[src/sv/rti_pkg.sv]
// ---------------------------------------------------------------------------
// rti_pkg
// Shared types, constants and micro-op table of the ray/triangle unit.
// ---------------------------------------------------------------------------
package rti_pkg;

  localparam int FRAC_BITS   = 16;
  localparam int INDEX_WIDTH = 24;
  localparam int TRI_INDEX_W = 24;
  localparam int BARY_W      = 17;
  localparam int COORD_W     = 32;
  localparam int VEC_W       = COORD_W + 1;
  localparam int WIDE_W      = 68;
  localparam int MA_W        = 34;
  localparam int MB_W        = 36;
  localparam int PROD_W      = MA_W + MB_W;
  localparam int ACC_W       = 104;
  localparam int LIMB_W      = 32;
  localparam int HP_W        = 2 * COORD_W - FRAC_BITS + 1;
  localparam int DIV_NUM_W   = ACC_W + FRAC_BITS;
  localparam int DIV_DEN_W   = ACC_W;
  localparam int DIV_W       = 136;
  localparam int QUO_W       = 32;
  localparam int CNT_W       = 6;
  localparam int DIV_LONG_SHIFT = QUO_W - 1;
  localparam int DIV_LONG_STEPS = QUO_W;
  localparam int DIV_BARY_STEPS = FRAC_BITS + 1;
  localparam int CFG_IDX_W   = 3;
  localparam int STEP_W      = 6;
  localparam int MUL_STEPS   = 36;
  localparam int HIT_STEP0   = 36;
  localparam int HIT_STEPS   = 3;
  localparam int DRAIN_LAST  = 2;

  typedef enum logic [CFG_IDX_W-1:0] {
    CFG_ORIGIN_X, CFG_ORIGIN_Y, CFG_ORIGIN_Z,
    CFG_DIR_X, CFG_DIR_Y, CFG_DIR_Z, CFG_DET_MIN
  } cfg_idx_t;

  typedef enum logic [1:0] {AV_D, AV_E1, AV_E2, AV_S} avec_t;
  typedef enum logic [2:0] {BV_E1, BV_E2, BV_P, BV_Q, BV_T} bvec_t;
  typedef enum logic [1:0] {PT_FULL, PT_LO, PT_HI} part_t;
  typedef enum logic [3:0] {
    DS_NONE, DS_P0, DS_P1, DS_P2, DS_Q0, DS_Q1, DS_Q2,
    DS_DET, DS_UN, DS_VN, DS_TN, DS_H0, DS_H1, DS_H2
  } dst_t;

  typedef struct packed {
    avec_t      av;
    logic [1:0] ac;
    bvec_t      bv;
    logic [1:0] bc;
    part_t      part;
    logic       neg;
    logic       clr;
    dst_t       dst;
  } rti_op_t;

  typedef struct packed {
    logic            valid;
    logic [MA_W-1:0] a;
    logic [MB_W-1:0] b;
    logic            neg;
    logic            clr;
    logic            hi;
    dst_t            dst;
  } mac_op_t;

  typedef struct packed {
    logic valid;
    dst_t dst;
  } wb_t;

  typedef struct packed {
    logic start;
    logic long_mode;
  } div_req_t;

  typedef struct packed {
    logic busy;
    logic done;
  } div_sts_t;

  typedef struct packed {
    logic                      first_of_batch;
    logic signed [COORD_W-1:0] v0_x;
    logic signed [COORD_W-1:0] v0_y;
    logic signed [COORD_W-1:0] v0_z;
    logic signed [COORD_W-1:0] v1_x;
    logic signed [COORD_W-1:0] v1_y;
    logic signed [COORD_W-1:0] v1_z;
    logic signed [COORD_W-1:0] v2_x;
    logic signed [COORD_W-1:0] v2_y;
    logic signed [COORD_W-1:0] v2_z;
  } tri_beat_t;

  typedef struct packed {
    logic signed [COORD_W-1:0] hit_distance;
    logic signed [COORD_W-1:0] hit_x;
    logic signed [COORD_W-1:0] hit_y;
    logic signed [COORD_W-1:0] hit_z;
    logic [BARY_W-1:0]         bary_u;
    logic [BARY_W-1:0]         bary_v;
    logic [TRI_INDEX_W-1:0]    tri_index;
  } hit_beat_t;

  function automatic logic [1:0] inc3(input logic [1:0] c);
    return (c == 2'd2) ? 2'd0 : c + 2'd1;
  endfunction

  function automatic dst_t dsel(input logic [1:0] c, input dst_t d0, input dst_t d1,
                                input dst_t d2);
    dst_t r;
    case (c)
      2'd0: r = d0;
      2'd1: r = d1;
      default: r = d2;
    endcase
    return r;
  endfunction

  // component c of a x b, two products per component
  function automatic rti_op_t cross_op(input avec_t av, input bvec_t bv,
                                       input logic [2:0] j, input dst_t d0,
                                       input dst_t d1, input dst_t d2);
    rti_op_t    op;
    logic [1:0] c;
    c       = j[2:1];
    op.av   = av;
    op.bv   = bv;
    op.part = PT_FULL;
    op.neg  = j[0];
    op.clr  = !j[0];
    op.ac   = j[0] ? inc3(inc3(c)) : inc3(c);
    op.bc   = j[0] ? inc3(c) : inc3(inc3(c));
    op.dst  = j[0] ? dsel(c, d0, d1, d2) : DS_NONE;
    return op;
  endfunction

  // dot product against a wide vector, two limbs per component
  function automatic rti_op_t dot_op(input avec_t av, input bvec_t bv,
                                     input logic [2:0] j, input dst_t d);
    rti_op_t op;
    op.av   = av;
    op.bv   = bv;
    op.ac   = j[2:1];
    op.bc   = j[2:1];
    op.part = j[0] ? PT_HI : PT_LO;
    op.neg  = 1'b0;
    op.clr  = (j == 3'd0);
    op.dst  = (j == 3'd5) ? d : DS_NONE;
    return op;
  endfunction

  function automatic rti_op_t rti_op(input logic [STEP_W-1:0] step);
    rti_op_t           op;
    logic [STEP_W-1:0] j;
    op = '0;
    j  = '0;
    if (step < STEP_W'(6)) begin
      op = cross_op(AV_D, BV_E2, step[2:0], DS_P0, DS_P1, DS_P2);
    end else if (step < STEP_W'(12)) begin
      j  = step - STEP_W'(6);
      op = dot_op(AV_E1, BV_P, j[2:0], DS_DET);
    end else if (step < STEP_W'(18)) begin
      j  = step - STEP_W'(12);
      op = dot_op(AV_S, BV_P, j[2:0], DS_UN);
    end else if (step < STEP_W'(24)) begin
      j  = step - STEP_W'(18);
      op = cross_op(AV_S, BV_E1, j[2:0], DS_Q0, DS_Q1, DS_Q2);
    end else if (step < STEP_W'(30)) begin
      j  = step - STEP_W'(24);
      op = dot_op(AV_D, BV_Q, j[2:0], DS_VN);
    end else if (step < STEP_W'(MUL_STEPS)) begin
      j  = step - STEP_W'(30);
      op = dot_op(AV_E2, BV_Q, j[2:0], DS_TN);
    end else begin
      j       = step - STEP_W'(HIT_STEP0);
      op.av   = AV_D;
      op.ac   = j[1:0];
      op.bv   = BV_T;
      op.bc   = 2'd0;
      op.part = PT_FULL;
      op.neg  = 1'b0;
      op.clr  = 1'b1;
      op.dst  = dsel(j[1:0], DS_H0, DS_H1, DS_H2);
    end
    return op;
  endfunction

endpackage

[src/sv/rti_mac.sv]
// ---------------------------------------------------------------------------
// rti_mac
// Shared signed multiplier with a registered product and a wide accumulator.
// ---------------------------------------------------------------------------
module rti_mac (
  input  logic                       clk,
  input  logic                       rst,
  input  rti_pkg::mac_op_t           op,
  output logic [rti_pkg::ACC_W-1:0]  acc,
  output rti_pkg::wb_t               wb
);
  import rti_pkg::*;

  logic [PROD_W-1:0] prod;
  mac_op_t           ctl;
  logic [ACC_W-1:0]  ext;
  logic [ACC_W-1:0]  shifted;
  logic [ACC_W-1:0]  term;
  logic [ACC_W-1:0]  acc_next;

  always_comb begin
    ext      = {{(ACC_W-PROD_W){prod[PROD_W-1]}}, prod};
    shifted  = ctl.hi ? (ext << LIMB_W) : ext;
    term     = ctl.neg ? (~shifted + ACC_W'(1)) : shifted;
    acc_next = ctl.clr ? term : acc + term;
  end

  always_ff @(posedge clk) begin
    if (rst) begin
      ctl.valid <= 1'b0;
      wb.valid  <= 1'b0;
    end else begin
      ctl.valid <= op.valid;
      wb.valid  <= ctl.valid;
    end
    prod    <= PROD_W'($signed(op.a) * $signed(op.b));
    ctl.a   <= op.a;
    ctl.b   <= op.b;
    ctl.neg <= op.neg;
    ctl.clr <= op.clr;
    ctl.hi  <= op.hi;
    ctl.dst <= op.dst;
    wb.dst  <= ctl.dst;
    if (ctl.valid) begin
      acc <= acc_next;
    end
  end

endmodule

[config.mk]
export PLATFORM = sky130hd
export DESIGN_NAME = rti_mac
export DESIGN_NICKNAME = d
export VERILOG_FILES = /design/src/sv/rti_pkg.sv /design/src/sv/rti_mac.sv
export SDC_FILE = /design/constraint.sdc
export NUM_CORES = 2
export LEC_CHECK = 0
export ABC_AREA = 1
export BUFFER_PORTS_ARGS = -buffer_cell sky130_fd_sc_hd__buf_2
export CAP_MARGIN = 20
export CORE_ASPECT_RATIO = 2
export CORE_MARGIN = 10
export CORE_UTILIZATION = 70
export DETAILED_ROUTE_END_ITERATION = 8
export PLACE_DENSITY = 0.88
export SYNTH_ARGS = -nofsm -noshare
export SYNTH_HDL_FRONTEND = slang
export SYNTH_SLANG_ARGS = --single-unit
[constraint.sdc]
create_clock -name clk -period 17.8 [get_ports clk]
set_input_delay 1.78 -clock clk [delete_from_list [all_inputs] [get_ports clk]]
set_output_delay 1.78 -clock clk [all_outputs]
set_load 0.01 [all_outputs]
==> results of run 1 <==
## metal layers
layer	GRT overflow	track usage, %
met5	2	25.89
met4	455	77.32
met3	7	55.52
met2	842	93.72
met1	2	67.11
## cells by family after synthesis
group / Yosys count / share of synthesized area [%]
AND/OR/NAND/NOR: 3884 / 23.87
buffers and inverters: 2800 / 16.12
adder cells (fa/ha/maj): 1618 / 45.54
AO/OA/AOI/OAI: 643 / 5.254
flip-flops: 187 / 7.251
XOR/XNOR: 146 / 1.972
## metrics by stage
step,std cells,setup WS [ns]
4_1_cts,10430,8.056
3_5_place_dp,10398,7.513
3_3_place_gp,10396,7.673
2_1_floorplan,9278,9.103
==> results.json, run 1 <==
{
  "grt_usage_pct": 72.56,
  "post_synth_most_frequent_cells": "2717 x nand2_1, 2451 x inv_1, 1306 x fa_1, 580 x nor2_1, 312 x ha_1",
  "cts_root_buffer": "clkbuf_16",
  "die_x_um": 237.1,
  "syn-num-nets": 10976,
  "haltStage": "global routing (5_1_grt)",
  "io_pins": 189,
  "cts_buffers": 17,
  "yosysMostFrequentCell": "nand2_1",
  "syn_avg_cell_area_um2": 7.112,
  "cts_setup_buffers": 0,
  "placed_area_mm2": 0.06753,
  "cts.sinks": 187,
  "synth.area.top_cells": "fa_1 40%, nand2_1 15%, inv_1 14%, ha_1 5.9%, edfxtp_1 4.7%",
  "async_flop_share_pct": 0,
  "yosysWarnings": 0,
  "tool.error": "[ERROR GRT-0116] Global routing finished with congestion. Check the congestion regions in the DRC Viewer.",
  "io_buffers": 188,
  "cts_resized": 0,
  "rows": 159,
  "grt_pass1_vias": 80768,
  "ys_types": 52,
  "grt_pass1_wl_um": 586600,
  "grt_max_degree": 76,
  "synth_edf_count": 104,
  "yosysSeqAreaShare_pct": 7.251,
  "grt.overflow.total": 1308,
  "syn-cell-area_mm2": 0.06599,
  "yosys_register_bits": 187,
  "gp_congestion": 1.268,
  "ys.flop_type": "edfxtp_1",
  "syn-instance-count": 9278,
  "yosys.area.top_type_share_pct": 39.62,
  "status": "did not finish",
  "dp_hpwl_um": 243300,
  "die_height_um": 454.2,
  "ctsHoldBuffers": 0,
  "synth_top_area_cell": "fa_1",
  "start_util_pct": 70.43,
  "htree_levels": 4,
  "cts_buffer_depth": 2
}
==> run 2, diff against run 1 <==
--- a/config.mk
+++ b/config.mk
@@ -8,11 +8,10 @@
 export ABC_AREA = 1
 export BUFFER_PORTS_ARGS = -buffer_cell sky130_fd_sc_hd__buf_2
 export CAP_MARGIN = 20
-export CORE_ASPECT_RATIO = 2
 export CORE_MARGIN = 10
-export CORE_UTILIZATION = 70
+export CORE_UTILIZATION = 40
 export DETAILED_ROUTE_END_ITERATION = 8
-export PLACE_DENSITY = 0.88
+export PLACE_DENSITY_LB_ADDON = 0.15
 export SYNTH_ARGS = -nofsm -noshare
 export SYNTH_HDL_FRONTEND = slang
 export SYNTH_SLANG_ARGS = --single-unit
==> run 2 against run 1 <==
Against the previous run: the run now ends clean; area after synthesis stayed put; synthesized cell count stayed put.
==> results.json, run 2 <==
{
  "crit_cells": 27,
  "route.detailed.drc": 0,
  "cts_setup_buffers": 0,
  "async_flop_share_pct": 0,
  "grt_pass1_vias": 60577,
  "cts_root_buffer": "clkbuf_16",
  "final_core_util_pct": 42.18,
  "whs_path_depth": 0,
  "grt_pass1_wl_um": 384200,
  "syn-instance-count": 9278,
  "grt_max_degree": 78,
  "dp_cells": 11382,
  "ys.flop_type": "edfxtp_1",
  "critPathKind": "in -> reg",
  "drt_iter0_markers": 4916,
  "slowest_delay_ns": 0.72,
  "path_max_fanout": 36,
  "largest_reg_flops": 104,
  "cts_resized": 0,
  "final_cell_area_mm2": 0.06936,
  "slowest_stage": "buf_2",
  "fmax_ghz": 0.1049,
  "syn_avg_cell_area_um2": 7.112,
  "die_area_mm2": 0.1816,
  "hold_path_class": "reg -> reg",
  "drive_gt1_share_pct": 4.607,
  "maxCapViolCount": 0,
  "final_common_cell": "nand2_1",
  "cp.arrival_ns": 9.98,
  "final_antenna_net_count": 0,
  "setup_viol": 0,
  "placed_area_mm2": 0.06878,
  "area.growth.synth_to_final_pct": 5.110,
  "grt_usage_pct": 28.05,
  "post_synth_most_frequent_cells": "2717 x nand2_1, 2451 x inv_1, 1306 x fa_1, 580 x nor2_1, 312 x ha_1",
  "cp_top_family": "adder cells",
  "drtPass1Iterations": 8,
  "worst_pin_slew_ns": 1.073,
  "cts_buffers": 17,
  "status": "complete, no violations",
  "io_pins": 189,
  "final-hold-violation-count": 0,
  "yosys_register_bits": 187,
  "cts_buffer_depth": 2,
  "cp-start-kind": "input port",
  "synth_edf_count": 104,
  "cts_tree": "built",
  "grt.overflow.total": 0,
  "max_slew_margin_pct": 27.91,
  "top_register": "acc",
  "ctsHoldBuffers": 0,
  "clkTransAtPathRegs_ns": 0.08,
  "wl_per_cell_um": 22.28,
  "die_height_um": 426.2,
  "yosysWarnings": 0,
  "top_regs": "acc (104), prod (70), ctl (8)",
  "instances_no_fill": 11420,
  "required_ns": 18.25,
  "cp_common_cell": "inv_1",
  "rsz0062_at_grt": "no",
  "fin_worst_skew_ns": 0.02687,
  "endpoint_kind": "register",
  "yosysMostFrequentCell": "nand2_1",
  "cts.sinks": 187,
  "rows": 149,
  "die_x_um": 426.2,
  "clk_latency_ns": 0.55,
  "ys_types": 52,
  "wirelength_um": 254400,
  "mostFrequentLayoutCells": "2717 x nand2_1, 2451 x inv_1, 1306 x fa_1",
  "start_util_pct": 40.13,
  "coreArea_mm2": 0.1644,
  "yosysSeqAreaShare_pct": 7.251,
  "io_buffers": 188,
  "htree_levels": 4,
  "num_vias": 58403,
  "reg2reg_depth": 26,
  "syn-num-nets": 10976,
  "slew_viol_final": 0,
  "yosys.area.top_type_share_pct": 39.62,
  "synth.area.top_cells": "fa_1 40%, nand2_1 15%, inv_1 14%, ha_1 5.9%, edfxtp_1 4.7%",
  "viasPerCell": 5.114,
  "gp_congestion": 0.9876,
  "path_buf_inv": 10,
  "period_needed_ns": 9.534,
  "synth_top_area_cell": "fa_1",
  "fin_setup_tns_ns": 0,
  "post-route-period-util_pct": 53.56,
  "fin_nets": 10910,
  "dp_hpwl_um": 217500,
  "syn-cell-area_mm2": 0.06599,
  "antenna_found_initial": 8
}
[run 2: worst register-to-register path: stages (launching register included)]
cell and delay (ns):
dfxtp_4 0.54, inv_4 0.34, nand2_1 0.31, ha_1 0.24, nand3_1 0.29, nor2_2 0.43
inv_1 0.10, nor2_2 0.18, nand2_1 0.17, nor2_1 0.36, nand4_1 0.21, nand3_1 0.11
nand2_1 0.22, ha_1 0.53, nand2_1 0.18, nor2_1 0.19, inv_1 0.10, nor2_1 0.34
inv_1 0.08, nor2_1 0.33, nand2_1 0.26, nor3_1 0.19, nand2_1 0.21, nand2_1 0.12
nand2_1 0.05, nand3_1 0.07, nand2_1 0.06
[run 2: layout make-up]
class | instances | area (um2)
fill | 17496 | 95070
multi-input combinational | 6291 | 50570
inverter | 2462 | 9244
sequential | 187 | 4800
tap | 2189 | 2739
timing repair buffer | 253 | 1429
clock buffer | 19 | 432.9
clock inverter | 13 | 133.9
antenna | 6 | 15.01
[run 2: layer usage]
metal / vias to the layer above / GRT usage (%) / share of wire [%]
met5: - / 0 / 0.021
met4: 8 / 10.21 / 4.3
met3: 359 / 3.659 / 6.3
met2: 2082 / 46.66 / 47
met1: 29285 / 37.31 / 43
li1: 26669 / - / -
[run 2: worst paths after layout]
path | start | endpoint | slack [ns]
min | ctl[2] | wb[2] | 0.33
max | op[44] | prod[50] | 8.27
max reg2reg | ctl[4] | acc[102] | 11.34
min reg2reg | ctl[2] | wb[2] | 0.33
[run 2: cells by family after synthesis]
family | synth area share (%)
AO/OA/AOI/OAI | 5.254
XOR/XNOR | 1.972
adder cells (fa/ha/maj) | 45.54
buffers and inverters | 16.12
flip-flops | 7.251
AND/OR/NAND/NOR | 23.87
[run 2: through the flow]
stage	hold slack [ns]	worst slack, ns
6_report	0.3279	8.266
3_3_place_gp	0.3096	7.624
5_1_grt	0.3457	7.883
2_1_floorplan	0.3096	9.103
4_1_cts	0.3308	8.230
3_5_place_dp	0.3132	7.669
Power of run 2 is not shown: default switching activity piles up to over one toggle a cycle in this logic, so the estimate is an artifact.
