$ cat config.mk
export PLATFORM = sky130hd
export DESIGN_NAME = rti_div
export DESIGN_NICKNAME = d
export VERILOG_FILES = /design/src/sv/rti_pkg.sv /design/src/sv/rti_div.sv
export SDC_FILE = /design/constraint.sdc
export NUM_CORES = 1
export LEC_CHECK = 0
export BUFFER_PORTS_ARGS = -buffer_cell sky130_fd_sc_hd__buf_2
export CORE_MARGIN = 2
export CORE_UTILIZATION = 30
export CTS_CLUSTER_DIAMETER = 150
export DETAILED_ROUTE_END_ITERATION = 6
export SYNTH_ARGS = -nofsm -noshare
export SYNTH_HDL_FRONTEND = slang
export SYNTH_SLANG_ARGS = --single-unit
$ cat constraint.sdc
create_clock -name clk -period 8 [get_ports clk]
set_input_delay 0 -clock clk [delete_from_list [all_inputs] [get_ports clk]]
set_output_delay 0 -clock clk [all_outputs]
set_load 0.01 [all_outputs]
$ cat src/sv/rti_pkg.sv
// ---------------------------------------------------------------------------
// rti_pkg
// Shared types, constants and micro-op table of the ray/triangle unit.
// ---------------------------------------------------------------------------
package rti_pkg;

  localparam int FRAC_BITS   = 16;
  localparam int INDEX_WIDTH = 24;
  localparam int TRI_INDEX_W = 24;
  localparam int BARY_W      = 17;
  localparam int COORD_W     = 32;
  localparam int VEC_W       = COORD_W + 1;
  localparam int WIDE_W      = 68;
  localparam int MA_W        = 34;
  localparam int MB_W        = 36;
  localparam int PROD_W      = MA_W + MB_W;
  localparam int ACC_W       = 104;
  localparam int LIMB_W      = 32;
  localparam int HP_W        = 2 * COORD_W - FRAC_BITS + 1;
  localparam int DIV_NUM_W   = ACC_W + FRAC_BITS;
  localparam int DIV_DEN_W   = ACC_W;
  localparam int DIV_W       = 136;
  localparam int QUO_W       = 32;
  localparam int CNT_W       = 6;
  localparam int DIV_LONG_SHIFT = QUO_W - 1;
  localparam int DIV_LONG_STEPS = QUO_W;
  localparam int DIV_BARY_STEPS = FRAC_BITS + 1;
  localparam int CFG_IDX_W   = 3;
  localparam int STEP_W      = 6;
  localparam int MUL_STEPS   = 36;
  localparam int HIT_STEP0   = 36;
  localparam int HIT_STEPS   = 3;
  localparam int DRAIN_LAST  = 2;

  typedef enum logic [CFG_IDX_W-1:0] {
    CFG_ORIGIN_X, CFG_ORIGIN_Y, CFG_ORIGIN_Z,
    CFG_DIR_X, CFG_DIR_Y, CFG_DIR_Z, CFG_DET_MIN
  } cfg_idx_t;

  typedef enum logic [1:0] {AV_D, AV_E1, AV_E2, AV_S} avec_t;
  typedef enum logic [2:0] {BV_E1, BV_E2, BV_P, BV_Q, BV_T} bvec_t;
  typedef enum logic [1:0] {PT_FULL, PT_LO, PT_HI} part_t;
  typedef enum logic [3:0] {
    DS_NONE, DS_P0, DS_P1, DS_P2, DS_Q0, DS_Q1, DS_Q2,
    DS_DET, DS_UN, DS_VN, DS_TN, DS_H0, DS_H1, DS_H2
  } dst_t;

  typedef struct packed {
    avec_t      av;
    logic [1:0] ac;
    bvec_t      bv;
    logic [1:0] bc;
    part_t      part;
    logic       neg;
    logic       clr;
    dst_t       dst;
  } rti_op_t;

  typedef struct packed {
    logic            valid;
    logic [MA_W-1:0] a;
    logic [MB_W-1:0] b;
    logic            neg;
    logic            clr;
    logic            hi;
    dst_t            dst;
  } mac_op_t;

  typedef struct packed {
    logic valid;
    dst_t dst;
  } wb_t;

  typedef struct packed {
    logic start;
    logic long_mode;
  } div_req_t;

  typedef struct packed {
    logic busy;
    logic done;
  } div_sts_t;

  typedef struct packed {
    logic                      first_of_batch;
    logic signed [COORD_W-1:0] v0_x;
    logic signed [COORD_W-1:0] v0_y;
    logic signed [COORD_W-1:0] v0_z;
    logic signed [COORD_W-1:0] v1_x;
    logic signed [COORD_W-1:0] v1_y;
    logic signed [COORD_W-1:0] v1_z;
    logic signed [COORD_W-1:0] v2_x;
    logic signed [COORD_W-1:0] v2_y;
    logic signed [COORD_W-1:0] v2_z;
  } tri_beat_t;

  typedef struct packed {
    logic signed [COORD_W-1:0] hit_distance;
    logic signed [COORD_W-1:0] hit_x;
    logic signed [COORD_W-1:0] hit_y;
    logic signed [COORD_W-1:0] hit_z;
    logic [BARY_W-1:0]         bary_u;
    logic [BARY_W-1:0]         bary_v;
    logic [TRI_INDEX_W-1:0]    tri_index;
  } hit_beat_t;

  function automatic logic [1:0] inc3(input logic [1:0] c);
    return (c == 2'd2) ? 2'd0 : c + 2'd1;
  endfunction

  function automatic dst_t dsel(input logic [1:0] c, input dst_t d0, input dst_t d1,
                                input dst_t d2);
    dst_t r;
    case (c)
      2'd0: r = d0;
      2'd1: r = d1;
      default: r = d2;
    endcase
    return r;
  endfunction

  // component c of a x b, two products per component
  function automatic rti_op_t cross_op(input avec_t av, input bvec_t bv,
                                       input logic [2:0] j, input dst_t d0,
                                       input dst_t d1, input dst_t d2);
    rti_op_t    op;
    logic [1:0] c;
    c       = j[2:1];
    op.av   = av;
    op.bv   = bv;
    op.part = PT_FULL;
    op.neg  = j[0];
    op.clr  = !j[0];
    op.ac   = j[0] ? inc3(inc3(c)) : inc3(c);
    op.bc   = j[0] ? inc3(c) : inc3(inc3(c));
    op.dst  = j[0] ? dsel(c, d0, d1, d2) : DS_NONE;
    return op;
  endfunction

  // dot product against a wide vector, two limbs per component
  function automatic rti_op_t dot_op(input avec_t av, input bvec_t bv,
                                     input logic [2:0] j, input dst_t d);
    rti_op_t op;
    op.av   = av;
    op.bv   = bv;
    op.ac   = j[2:1];
    op.bc   = j[2:1];
    op.part = j[0] ? PT_HI : PT_LO;
    op.neg  = 1'b0;
    op.clr  = (j == 3'd0);
    op.dst  = (j == 3'd5) ? d : DS_NONE;
    return op;
  endfunction

  function automatic rti_op_t rti_op(input logic [STEP_W-1:0] step);
    rti_op_t           op;
    logic [STEP_W-1:0] j;
    op = '0;
    j  = '0;
    if (step < STEP_W'(6)) begin
      op = cross_op(AV_D, BV_E2, step[2:0], DS_P0, DS_P1, DS_P2);
    end else if (step < STEP_W'(12)) begin
      j  = step - STEP_W'(6);
      op = dot_op(AV_E1, BV_P, j[2:0], DS_DET);
    end else if (step < STEP_W'(18)) begin
      j  = step - STEP_W'(12);
      op = dot_op(AV_S, BV_P, j[2:0], DS_UN);
    end else if (step < STEP_W'(24)) begin
      j  = step - STEP_W'(18);
      op = cross_op(AV_S, BV_E1, j[2:0], DS_Q0, DS_Q1, DS_Q2);
    end else if (step < STEP_W'(30)) begin
      j  = step - STEP_W'(24);
      op = dot_op(AV_D, BV_Q, j[2:0], DS_VN);
    end else if (step < STEP_W'(MUL_STEPS)) begin
      j  = step - STEP_W'(30);
      op = dot_op(AV_E2, BV_Q, j[2:0], DS_TN);
    end else begin
      j       = step - STEP_W'(HIT_STEP0);
      op.av   = AV_D;
      op.ac   = j[1:0];
      op.bv   = BV_T;
      op.bc   = 2'd0;
      op.part = PT_FULL;
      op.neg  = 1'b0;
      op.clr  = 1'b1;
      op.dst  = dsel(j[1:0], DS_H0, DS_H1, DS_H2);
    end
    return op;
  endfunction

endpackage

$ cat src/sv/rti_div.sv
// ---------------------------------------------------------------------------
// rti_div
// Restoring divider, one quotient bit per cycle, fixed pre-shift per mode.
// ---------------------------------------------------------------------------
module rti_div (
  input  logic                          clk,
  input  logic                          rst,
  input  rti_pkg::div_req_t             req,
  input  logic [rti_pkg::DIV_NUM_W-1:0] num,
  input  logic [rti_pkg::DIV_DEN_W-1:0] den,
  output rti_pkg::div_sts_t             sts,
  output logic [rti_pkg::QUO_W-1:0]     quo
);
  import rti_pkg::*;

  logic [DIV_W-1:0] rem;
  logic [DIV_W-1:0] dsr;
  logic [CNT_W-1:0] cnt;
  logic [DIV_W:0]   diff;
  logic             ge;

  assign diff = {1'b0, rem} - {1'b0, dsr};
  assign ge   = !diff[DIV_W];

  always_ff @(posedge clk) begin
    if (rst) begin
      sts.busy <= 1'b0;
      sts.done <= 1'b0;
    end else begin
      sts.done <= 1'b0;
      if (req.start) begin
        sts.busy <= 1'b1;
      end else if (sts.busy && cnt == CNT_W'(1)) begin
        sts.busy <= 1'b0;
        sts.done <= 1'b1;
      end
    end
  end

  always_ff @(posedge clk) begin
    if (req.start) begin
      rem <= DIV_W'(num);
      dsr <= req.long_mode ? (DIV_W'(den) << DIV_LONG_SHIFT) : (DIV_W'(den) << FRAC_BITS);
      cnt <= req.long_mode ? CNT_W'(DIV_LONG_STEPS) : CNT_W'(DIV_BARY_STEPS);
      quo <= '0;
    end else if (sts.busy) begin
      if (ge) begin
        rem <= diff[DIV_W-1:0];
      end
      quo <= {quo[QUO_W-2:0], ge};
      dsr <= dsr >> 1;
      cnt <= cnt - CNT_W'(1);
    end
  end

endmodule

==> flow_metrics.env, run 1 <==
export IMPL_min_from="req[1]"
export IMPL_cts_max_level=2
export IMPL_clock_latency_ns=0.58
export IMPL_period_needed_ns=4.87
export IMPL_start_kind="register"
export IMPL_powerDensity_nw_per_um2=236
export IMPL_die_w_um=280
export IMPL_cp_required_ns=8.20
export IMPL_slew_viol_final=0
export IMPL_min_period_over_period_pct=60.8
export IMPL_totalWireLength_mm=81.9
export IMPL_ys_flop_type="edfxtp_1"
export IMPL_cts_sinks=311
export IMPL_dpl_cell_area_sq_um=24900
export IMPL_fin_skew_ns=0.0212
export IMPL_ant_nets=0
export IMPL_rr_worst_depth=13
export IMPL_tritoncts="done"
export IMPL_drt_pass1_iter_count=7
export IMPL_num_nets_final=3464
export IMPL_async_flop_share_pct=0
export IMPL_yosysTopAreaCellShare_pct=34.2
export IMPL_start_util_pct=30.2
export IMPL_slew_limit_headroom_pct=23.5
export IMPL_portBuffers=261
export IMPL_netlist_instances=2673
export IMPL_first_global_vias=20900
export IMPL_power_mw=6.82
export IMPL_via_per_inst=5.28
export IMPL_worst_ep_arrival_time_ns=5.06
export IMPL_yosys_area_top_type="edfxtp_1"
export IMPL_rr_startpoint="dsr[0]"
export IMPL_clock_fmax_ghz=0.206
export IMPL_drive_gt1_share_pct=12.1
export IMPL_syn_mean_instance_area_sq_um=8.58
export IMPL_synth_cell_type_count=90
export IMPL_diodes=0
export IMPL_crit_type="register to register"
export IMPL_setup_violations_final=0
export IMPL_max_slew_worst_pin_slew_ns=1.14
export IMPL_num_vias=21700
export IMPL_ir_worst_vdd_mv=0.148
export IMPL_stdcell_area_sq_um=28900
export IMPL_routabilityCongestion=0.920
export IMPL_status="finished with violations"
export IMPL_cp_endpoint="rem[21]"
export IMPL_critPathLaunch="dsr[0]"
export IMPL_die_area_sq_um=78700
export IMPL_ys_ff_latch=311
export IMPL_r2r_slack_ns=3.13
export IMPL_wire_per_inst_um=19.9
export IMPL_yosysSeqAreaShare_pct=38.5
export IMPL_grt_overflow=0
export IMPL_root_buffer="clkbuf_16"
export IMPL_dp_hpwl_mm=62.1
export IMPL_leakagePower_nw=12.4
export IMPL_reg2reg_to="rem[21]"
export IMPL_cts_buffers=40
export IMPL_rsz0062_at_grt="no"
export IMPL_area_growth_pct=26.2
export IMPL_cp_end_kind="register"
export IMPL_fp_row_count=101
export IMPL_cap_violations=0
export IMPL_violations="design-rule violations"
export IMPL_critPathMaxFanout=47
export IMPL_remaining_drc_errors=1
export IMPL_path_clk_slew_ns=0.06
export IMPL_min_path_type="input port to register"
export IMPL_dieHeight_um=280
export IMPL_grtUsageTotal_pct=20.1
export IMPL_synth_top_cells_by_count="303 x a21oi_1, 295 x nand2_1, 261 x edfxtp_1"
export IMPL_ioPinCount=262
export IMPL_core_sq_um=75800
export IMPL_final_util_pct=38.2
export IMPL_post_cts_resized=0
export IMPL_antenna_found_initial=3
export IMPL_synthesis_nets=3039
export IMPL_grt_max_degree=97
export IMPL_syn_area_sq_um=22900
export IMPL_drt_initial_drc_count=1965
export IMPL_synth_most_common_cell="a21oi_1"
export IMPL_clock_path_buffers=3
export IMPL_grt_pass1_wl_mm=122
export IMPL_synth_top_cells_by_area="edfxtp_1 34%, ha_1 7.5%, a21oi_1 6.6%, mux2i_1 5.3%, o21ai_0 4.8%"
export IMPL_yosys_warnings=0
export IMPL_hold_violations=0
export IMPL_fin_hold_ws_ns=0.0480
export IMPL_fin_tns_setup_ns=0
export IMPL_synth_edf_count=261
-- power by group --
| group | internal, mW | leakage, nW | switching, mW |
|---|---|---|---|
| logic | 1.12 | 8.77 | 1.76 |
| registers | 2.04 | 3.01 | 0.0836 |
| clock network | 1.07 | 0.636 | 0.751 |
-- registers in the layout, summed over array words and instances, names as in the netlist --
name,count
sts,2
cnt,6
dsr,135
rem,136
quo,32
-- timing repair --
item	in CTS	in global routing
hold buffers	275	0
buffers inserted	0	0
hold endpoints to repair	241	0
-- worst min-delay path by stage --
stage,depth (start not counted),endpoint,slack [ns]
6_report,2,dsr[39],0.05
5_1_grt,3,rem[41],0.07
4_1_cts,3,dsr[39],0.02
3_5_place_dp,2,sts[1],0.27
3_3_place_gp,2,sts[1],0.27
2_1_floorplan,1,sts[0],0.08
-- cells by family (layout without fill, tap and decap cells) --
| family | after synthesis | in the layout | share of synthesized area, % |
|---|---|---|---|
| simple gates | 779 | 779 | 15.3 |
| flops | 311 | 311 | 38.5 |
| mux | 125 | 125 | 5.48 |
| fa+ha+maj | 138 | 138 | 7.56 |
| buf+inv | 349 | 804 | 6.00 |
| compound gates | 849 | 849 | 22.5 |
| xor+xnor | 122 | 122 | 4.66 |
-- worst max-delay path, stage by stage, from the launching register on --
cell and delay (ns):
edfxtp_1 0.36, ha_1 0.21, fa_1 0.40, nand2b_1 0.18, a21oi_1 0.19, o21ai_1 0.19, a211oi_4 0.44, o2111ai_2 0.23
o211ai_2 0.23, a21oi_2 0.14, a2bb2oi_4 0.26, and2_1 0.37, inv_4 0.61, buf_4 0.61
-- cell type report --
type | instances | area (sq um)
Clock buffer | 51 | 1100
Clock inverter | 21 | 186
Fill cell | 7717 | 46900
Inverter | 184 | 698
Multi-Input combinational cell | 2013 | 12700
Sequential cell | 311 | 8840
Tap cell | 978 | 1220
Timing Repair Buffer | 548 | 4160
-- placed cells by master (no fill, tap or decap), types with 9 or more instances in the layout --
master         instances
o211ai_1              12
xor2_1                54
a21o_1               101
clkbuf_16             41
edfxtp_1             261
o31ai_1               16
o21ai_0              222
nand2_1              295
buf_4                 13
xnor2_1               68
nor2_1               251
a21oi_1              303
ha_1                 137
and3_1                12
or3_1                 13
o21a_1                17
nand2b_1               9
a21boi_0              14
nand3_1               35
nand4_1               75
inv_1                181
o21ai_1               31
nor3_1                27
mux2i_1              121
dlygate4sd3_1        275
nor4_1                16
a31oi_1               14
buf_2                259
dfxtp_1               49
a211oi_1               9
o21bai_1              32
-- routing by layer --
metal  track usage (%)  wire, um  share of wire, %  vias up
li1                  -         -                 -    10500
met1              27.7     36800                45    10200
met3              3.83      6750               8.2      116
met5                 0        32             0.039        -
met4              5.20      1820               2.2        6
met2              32.1     36500                45      854
-- through the flow --
step | std cells | setup slack, ns
final | 4106 | 3.13
after global routing | 4106 | 2.86
after CTS | 4106 | 3.11
after detailed placement | 3759 | 3.14
after global placement | 3759 | 3.18
after floorplan | 2673 | 2.58
(Power assumes the default switching activity.)
==> run 2, diff against run 1 <==
--- a/config.mk
+++ b/config.mk
@@ -5,6 +5,7 @@
 export SDC_FILE = /design/constraint.sdc
 export NUM_CORES = 1
 export LEC_CHECK = 0
+export ABC_AREA = 1
 export BUFFER_PORTS_ARGS = -buffer_cell sky130_fd_sc_hd__buf_2
 export CORE_MARGIN = 2
 export CORE_UTILIZATION = 30
==> constraint.sdc (replaced) <==
create_clock -name clk -period 4.4 [get_ports clk]
set_input_delay 0 -clock clk [delete_from_list [all_inputs] [get_ports clk]]
set_output_delay 0 -clock clk [all_outputs]
set_load 0.01 [all_outputs]
==> run 2 against run 1 <==
The flow still finishes with violations (design-rule violations). Sequential cell count unchanged. Non-clock buffer count shrank 8. Maximum frequency up 27%. Final cell count rose by 40%. Critical path type unchanged. First-iteration DRC count grew 44%. Highest routed layer is now met4. Hold slack got worse by 0.043 ns. Total power up 89%.
==> flow_metrics.env, run 2 <==
export IMPL_die_w_um=300
export IMPL_remaining_drc_errors=1
export IMPL_cts_sinks=311
export IMPL_syn_mean_instance_area_sq_um=6.47
export IMPL_grt_pass1_wl_mm=173
export IMPL_clock_fmax_ghz=0.261
export IMPL_dp_hpwl_mm=100
export IMPL_min_period_over_period_pct=87.0
export IMPL_drive_gt1_share_pct=9.48
export IMPL_drt_pass1_iter_count=7
export IMPL_num_nets_final=4943
export IMPL_ys_flop_type="edfxtp_1"
export IMPL_path_clk_slew_ns=0.06
export IMPL_clock_path_buffers=3
export IMPL_synth_most_common_cell="nand2_1"
export IMPL_cts_max_level=2
export IMPL_powerDensity_nw_per_um2=391
export IMPL_critPathMaxFanout=43
export IMPL_via_per_inst=4.94
export IMPL_leakagePower_nw=15.8
export IMPL_cp_end_kind="register"
export IMPL_yosysSeqAreaShare_pct=33.6
export IMPL_yosys_area_top_type="edfxtp_1"
export IMPL_syn_area_sq_um=26300
export IMPL_start_util_pct=30.3
export IMPL_grt_overflow=0
export IMPL_ioPinCount=262
export IMPL_wire_per_inst_um=21.0
export IMPL_antenna_found_initial=1
export IMPL_yosysTopAreaCellShare_pct=29.8
export IMPL_crit_slowest_cell="buf_4"
export IMPL_dieHeight_um=300
export IMPL_yosys_warnings=0
export IMPL_cpPeakStageDelay_ns=0.43
export IMPL_synth_edf_count=261
export IMPL_num_vias=28500
export IMPL_ant_nets=0
export IMPL_fin_tns_setup_ns=0
export IMPL_ir_worst_vdd_mv=0.231
export IMPL_critPathLaunch="dsr[0]"
export IMPL_area_growth_pct=25.3
export IMPL_totalWireLength_mm=121
export IMPL_stdcell_count=5764
export IMPL_slew_limit_headroom_pct=21.0
export IMPL_tritoncts="done"
export IMPL_cp_required_ns=4.65
export IMPL_routabilityCongestion=1.05
export IMPL_largest_reg_flops=136
export IMPL_fillers=9439
export IMPL_synth_top_cells_by_count="1272 x nand2_1, 827 x inv_1, 459 x nor2_1"
export IMPL_fin_skew_ns=0.0204
export IMPL_top_register="rem"
export IMPL_setup_violations_final=0
export IMPL_min_from="num[70]"
export IMPL_cp_cell_sequence="ha_1 -> fa_1 -> inv_1 -> nand3_1 -> nand2_2 -> nand2_1 -> nand2_1 -> nand2_1 -> nand3_2 -> nand2_1 -> nand2_2 -> nand2_2 -> nand2_4 -> nand2_4 -> nand2_4 -> nand2_2 -> nand2_8 -> buf_4"
export IMPL_diodes=0
export IMPL_violations="design-rule violations"
export IMPL_layout_common_cells="1270 x nand2_1, 825 x inv_1, 459 x nor2_1"
export IMPL_synth_top_cells_by_area="edfxtp_1 30%, nand2_1 18%, inv_1 12%, nor2_1 6.5%, ha_1 6.5%"
export IMPL_seqCellArea_sq_um=8840
export IMPL_start_kind="register"
export IMPL_drt_initial_drc_count=2837
export IMPL_die_area_sq_um=90200
export IMPL_rsz0062_at_grt="no"
export IMPL_reg_largest_list="rem: 136 flops, dsr: 135 flops, quo: 32 flops"
export IMPL_place_inst=5431
export IMPL_min_path_type="input port to register"
export IMPL_period_needed_ns=3.83
export IMPL_postCtsSetupBuffers=0
export IMPL_portBuffers=261
export IMPL_stdcell_area_sq_um=33000
export IMPL_grt_max_degree=103
export IMPL_first_global_vias=27100
export IMPL_netlist_instances=4069
export IMPL_cts_buffers=40
export IMPL_worst_ep_arrival_time_ns=4.08
export IMPL_slew_viol_final=0
export IMPL_synthesis_nets=4435
export IMPL_status="finished with violations"
export IMPL_hold_violations=0
export IMPL_root_buffer="clkbuf_16"
export IMPL_fp_row_count=108
export IMPL_crit_type="register to register"
export IMPL_power_mw=12.9
export IMPL_ys_ff_latch=311
export IMPL_max_slew_worst_pin_slew_ns=1.18
export IMPL_async_flop_share_pct=0
export IMPL_rr_startpoint="dsr[0]"
export IMPL_multi_input_area_sq_um=14000
export IMPL_cap_violations=0
export IMPL_fin_hold_ws_ns=0.00475
export IMPL_synth_cell_type_count=46
export IMPL_dpl_cell_area_sq_um=29000
export IMPL_clock_latency_ns=0.58
export IMPL_core_sq_um=86900
export IMPL_grtUsageTotal_pct=25.9
export IMPL_layout_commonest_cell="nand2_1"
-- run 2: cell types whose count changed after synthesis, sizes merged, moves of 49 or more --
cell	previous run	this run
a21o	102	3
a21oi	309	241
clkbuf	131	67
inv	183	847
mux2i	121	0
nand2	295	1279
nand3	35	190
nand4	75	18
nor2	251	471
o21ai	255	137
o221ai	6	89
o22ai	4	59
xor2	54	5
-- run 2: cells by family (layout without fill, tap and decap cells) --
logic type	after synthesis	count (layout)	synth area share, %
and+or+nand+nor	2056	2056	31.6
buffers and inverters	923	1463	13.2
AOI/OAI and AO/OA	609	609	14.0
DFF	311	311	33.6
adders and majority gates	138	138	6.59
xor gates and xnor gates	32	32	1.06
-- run 2: worst max-delay path, delay by kind of cell, from the launching register on --
| kind | cells | cell delay [ns] |
|---|---|---|
| DFF | 1 | 0.38 |
| buffers and inverters | 2 | 0.56 |
| and+or+nand+nor | 14 | 1.88 |
| adders and majority gates | 2 | 0.63 |
-- run 2: area by class of cell --
| cell class | instances | share of cell area (%) |
|---|---|---|
| sequential | 311 | 26.8 |
| multi-input combinational | 2835 | 42.6 |
| clock inverter | 25 | 0.827 |
| tap | 1155 | 4.38 |
| clock buffer | 49 | 3.26 |
| inverter | 849 | 9.69 |
| timing repair buffer | 540 | 12.4 |
-- run 2: where the power goes --
part | switching (mW) | internal (mW) | total (mW) | leakage (nW)
Sequential | 0.131 | 3.64 | 3.77 | 3.05
Clock | 1.42 | 2.00 | 3.41 | 0.665
Combinational | 3.92 | 1.80 | 5.72 | 12.1
-- run 2: stage by stage --
step / utilization, % / setup WS [ns]
2_1_floorplan: - / 0.435
3_3_place_gp: 33.4 / 0.708
3_5_place_dp: 33.4 / 0.639
4_1_cts: 38.0 / 0.608
5_1_grt: 38.0 / 0.391
6_report: 38.0 / 0.571
-- run 2: repair_timing --
| item | CTS | global route |
|---|---|---|
| resized for setup | 0 | 0 |
| hold endpoints to repair | 257 | 0 |
| hold buffers | 259 | 0 |
| endpoints found under the setup margin | 0 | 0 |
-- run 2: path summary, 6_finish.rpt --
kind / to / slack, ns / cells past startpoint
worst max register to register: rem[106] / 0.57 / 18
worst max-delay path: rem[106] / 0.57 / 18
worst min register to register: quo[31] / 0.46 / 2
worst min-delay path: rem[70] / 0.005 / 3
-- run 2: layer usage --
| layer | share of wire [%] | GRT usage (%) | wire (um) | up-vias |
|---|---|---|---|---|
| met1 | 43 | 34.9 | 52200 | 13200 |
| met5 | 0 | 0 | 0 | - |
| li1 | - | - | - | 14000 |
| met2 | 46 | 43.0 | 55900 | 1138 |
| met3 | 7.3 | 3.20 | 8860 | 158 |
| met4 | 3.3 | 8.30 | 4000 | 0 |
==> run 3, diff against run 2 <==
--- a/config.mk
+++ b/config.mk
@@ -11,6 +11,8 @@
 export CORE_UTILIZATION = 30
 export CTS_CLUSTER_DIAMETER = 150
 export DETAILED_ROUTE_END_ITERATION = 6
+export PLACE_DENSITY_LB_ADDON = 0.08
+export RECOVER_POWER = 100
 export SYNTH_ARGS = -nofsm -noshare
 export SYNTH_HDL_FRONTEND = slang
 export SYNTH_SLANG_ARGS = --single-unit
==> constraint.sdc (replaced) <==
create_clock -name clk -period 4.4 [get_ports clk]
set_input_delay 0.66 -clock clk [delete_from_list [all_inputs] [get_ports clk]]
set_output_delay 0.66 -clock clk [all_outputs]
set_load 0.01 [all_outputs]
==> run 3 against run 2 <==
The run ends with max-capacitance violations, max-slew violations left. Sequential share of layout area rose by 2.3 points. Largest power group unchanged. Via count decreased by 3.9%. Hold slack improved by 0.24 ns. Cell area shrank 7.9%. Critical path depth down 1. Critical endpoint is now rem[111].
==> flow_metrics.env, run 3 (synthesis results as in run 2) <==
export IMPL_via_per_inst=4.97
export IMPL_setup_violations_final=0
export IMPL_hold_violations=0
export IMPL_ant_nets=0
export IMPL_ioPinCount=262
export IMPL_wire_per_inst_um=22.7
export IMPL_core_sq_um=86900
export IMPL_timing_critical_path_mode_cell="nand2_1"
export IMPL_num_vias=27400
export IMPL_place_inst=5438
export IMPL_min_period_over_period_pct=89.9
export IMPL_layout_common_cells="1273 x nand2_1, 827 x inv_1, 460 x nor2_1"
export IMPL_grt_pass1_wl_mm=179
export IMPL_min_path_type="input port to register"
export IMPL_path_clk_slew_ns=0.06
export IMPL_cts_sinks=311
export IMPL_crit_type="register to register"
export IMPL_root_buffer="clkbuf_16"
export IMPL_leakagePower_nw=14.6
export IMPL_hold_buffers=0
export IMPL_postCtsSetupBuffers=0
export IMPL_first_global_vias=26500
export IMPL_clock_path_buffers=3
export IMPL_routabilityCongestion=1.02
export IMPL_met1_length_mm=56.1
export IMPL_crit_family="simple AND/OR/NAND/NOR gates"
export IMPL_die_w_um=300
export IMPL_fp_row_count=108
export IMPL_tritoncts="done"
export IMPL_crit_slowest_cell="o21bai_1"
export IMPL_wl_met3_mm=7.52
export IMPL_grtUsageTotal_pct=27.2
export IMPL_clock_fmax_ghz=0.253
export IMPL_dieHeight_um=300
export IMPL_stdcell_count=5514
export IMPL_cpPeakStageDelay_ns=0.60
export IMPL_reg_largest_list="rem: 136 flops, dsr: 135 flops, quo: 32 flops"
export IMPL_period_needed_ns=3.96
export IMPL_critPathBufInv=2
export IMPL_slew_viol_final=233
export IMPL_critPathMaxFanout=7
export IMPL_cp_required_ns=4.74
export IMPL_ir_worst_vdd_mv=0.238
export IMPL_remaining_drc_errors=0
export IMPL_clock_latency_ns=0.60
export IMPL_cp_end_kind="register"
export IMPL_largest_reg_flops=136
export IMPL_slew_limit_headroom_pct=-94.7
export IMPL_wl_met2_mm=57.2
export IMPL_die_area_sq_um=90200
export IMPL_start_util_pct=30.3
export IMPL_powerDensity_nw_per_um2=426
export IMPL_grt_max_degree=114
export IMPL_top_layer="met4"
export IMPL_layout_commonest_cell="nand2_1"
export IMPL_start_kind="register"
export IMPL_dp_hpwl_mm=105
export IMPL_drt_pass1_iter_count=6
export IMPL_status="finished with violations"
export IMPL_top_register="rem"
export IMPL_worst_ep_arrival_time_ns=4.30
export IMPL_fin_tns_setup_ns=0
export IMPL_cts_max_level=2
export IMPL_max_slew_worst_pin_slew_ns=2.92
export IMPL_cts_buffers=41
export IMPL_cap_violations=4
export IMPL_power_mw=12.9
export IMPL_fin_skew_ns=0.0178
export IMPL_post_cts_resized=0
export IMPL_antenna_found_initial=3
export IMPL_violations="max-capacitance violations, max-slew violations"
export IMPL_drt_initial_drc_count=2553
export IMPL_totalWireLength_mm=125
export IMPL_num_nets_final=4692
export IMPL_cp_cell_sequence="ha_1 -> nand3_1 -> nand3_2 -> clkbuf_1 -> nand2_1 -> nand2_1 -> nand2_1 -> nand3_1 -> nand2_1 -> nand2_1 -> inv_1 -> o21bai_1 -> nand2_1 -> nand2_1 -> nand2_1 -> nand3_1 -> nand2_1"
export IMPL_area_growth_pct=15.4
export IMPL_portBuffers=261
export IMPL_drive_gt1_share_pct=8.88
export IMPL_rsz0062_at_grt="no"
export IMPL_grt_overflow=0
## run 3: cell types whose count changed in the layout (fill, tap and decap cells not counted), moves of 3 or more
cell | before | now
clkbuf_1 | 5 | 53
clkinv_2 | 10 | 5
o21ai_0 | 130 | 133
dlygate4sd3_1 | 259 | 0
clkbuf_16 | 40 | 43
nand2_1 | 1270 | 1273
buf_4 | 16 | 6
buf_2 | 260 | 226
clkbuf_2 | 0 | 4
o21ai_1 | 7 | 4
## run 3: final cells by class
cell class / count / area, sq um
clock buffers: 55 / 1150
fillers: 9773 / 56500
multi-input cells: 2835 / 14000
well taps: 1155 / 1450
repair buffers: 288 / 1500
inverters: 849 / 3190
flip-flops and latches: 311 / 8840
diodes: 1 / 2.50
clock inverters: 20 / 238
## run 3: final timing paths
kind,from,end,slack [ns],cells past startpoint
max,rem[2],rem[111],0.44,17
max reg2reg,rem[2],rem[111],0.44,17
min,rst,sts[1],0.24,2
min reg2reg,quo[11],quo[12],0.48,2
## run 3: stage by stage
| stage | utilization [%] | area [sq um] | setup slack [ns] | hold WS [ns] |
|---|---|---|---|---|
| 3_5_place_dp | 33.5 | 29100 | 0.766 | 0.461 |
| 2_1_floorplan | - | 26300 | 0.435 | 0.461 |
| 3_3_place_gp | 33.5 | 29100 | 0.819 | 0.456 |
| 6_report | 35.0 | 30400 | 0.443 | 0.244 |
| 4_1_cts | 35.1 | 30500 | 0.732 | 0.206 |
| 5_1_grt | 35.0 | 30400 | 0.246 | 0.227 |
## run 3: layer usage
layer,GRT usage (%),vias up
li1,-,13500
met1,37.4,12900
met2,44.3,876
met3,3.06,161
met4,8.86,0
met5,0,-
## run 3: power breakdown
group	switching, mW	internal (mW)	total [mW]
clock network	1.49	2.04	3.53
registers	0.133	3.64	3.78
logic	4.00	1.63	5.63
total	5.62	7.31	12.9
## run 3: worst register-to-register path, stage by stage, from the launching register on
cell and delay, ns:
edfxtp_1 0.37, ha_1 0.40, nand3_1 0.19, nand3_2 0.09, clkbuf_1 0.44, nand2_1 0.10
nand2_1 0.11, nand2_1 0.06, nand3_1 0.16, nand2_1 0.08, nand2_1 0.25, inv_1 0.08
o21bai_1 0.60, nand2_1 0.36, nand2_1 0.14, nand2_1 0.05, nand3_1 0.12, nand2_1 0.08
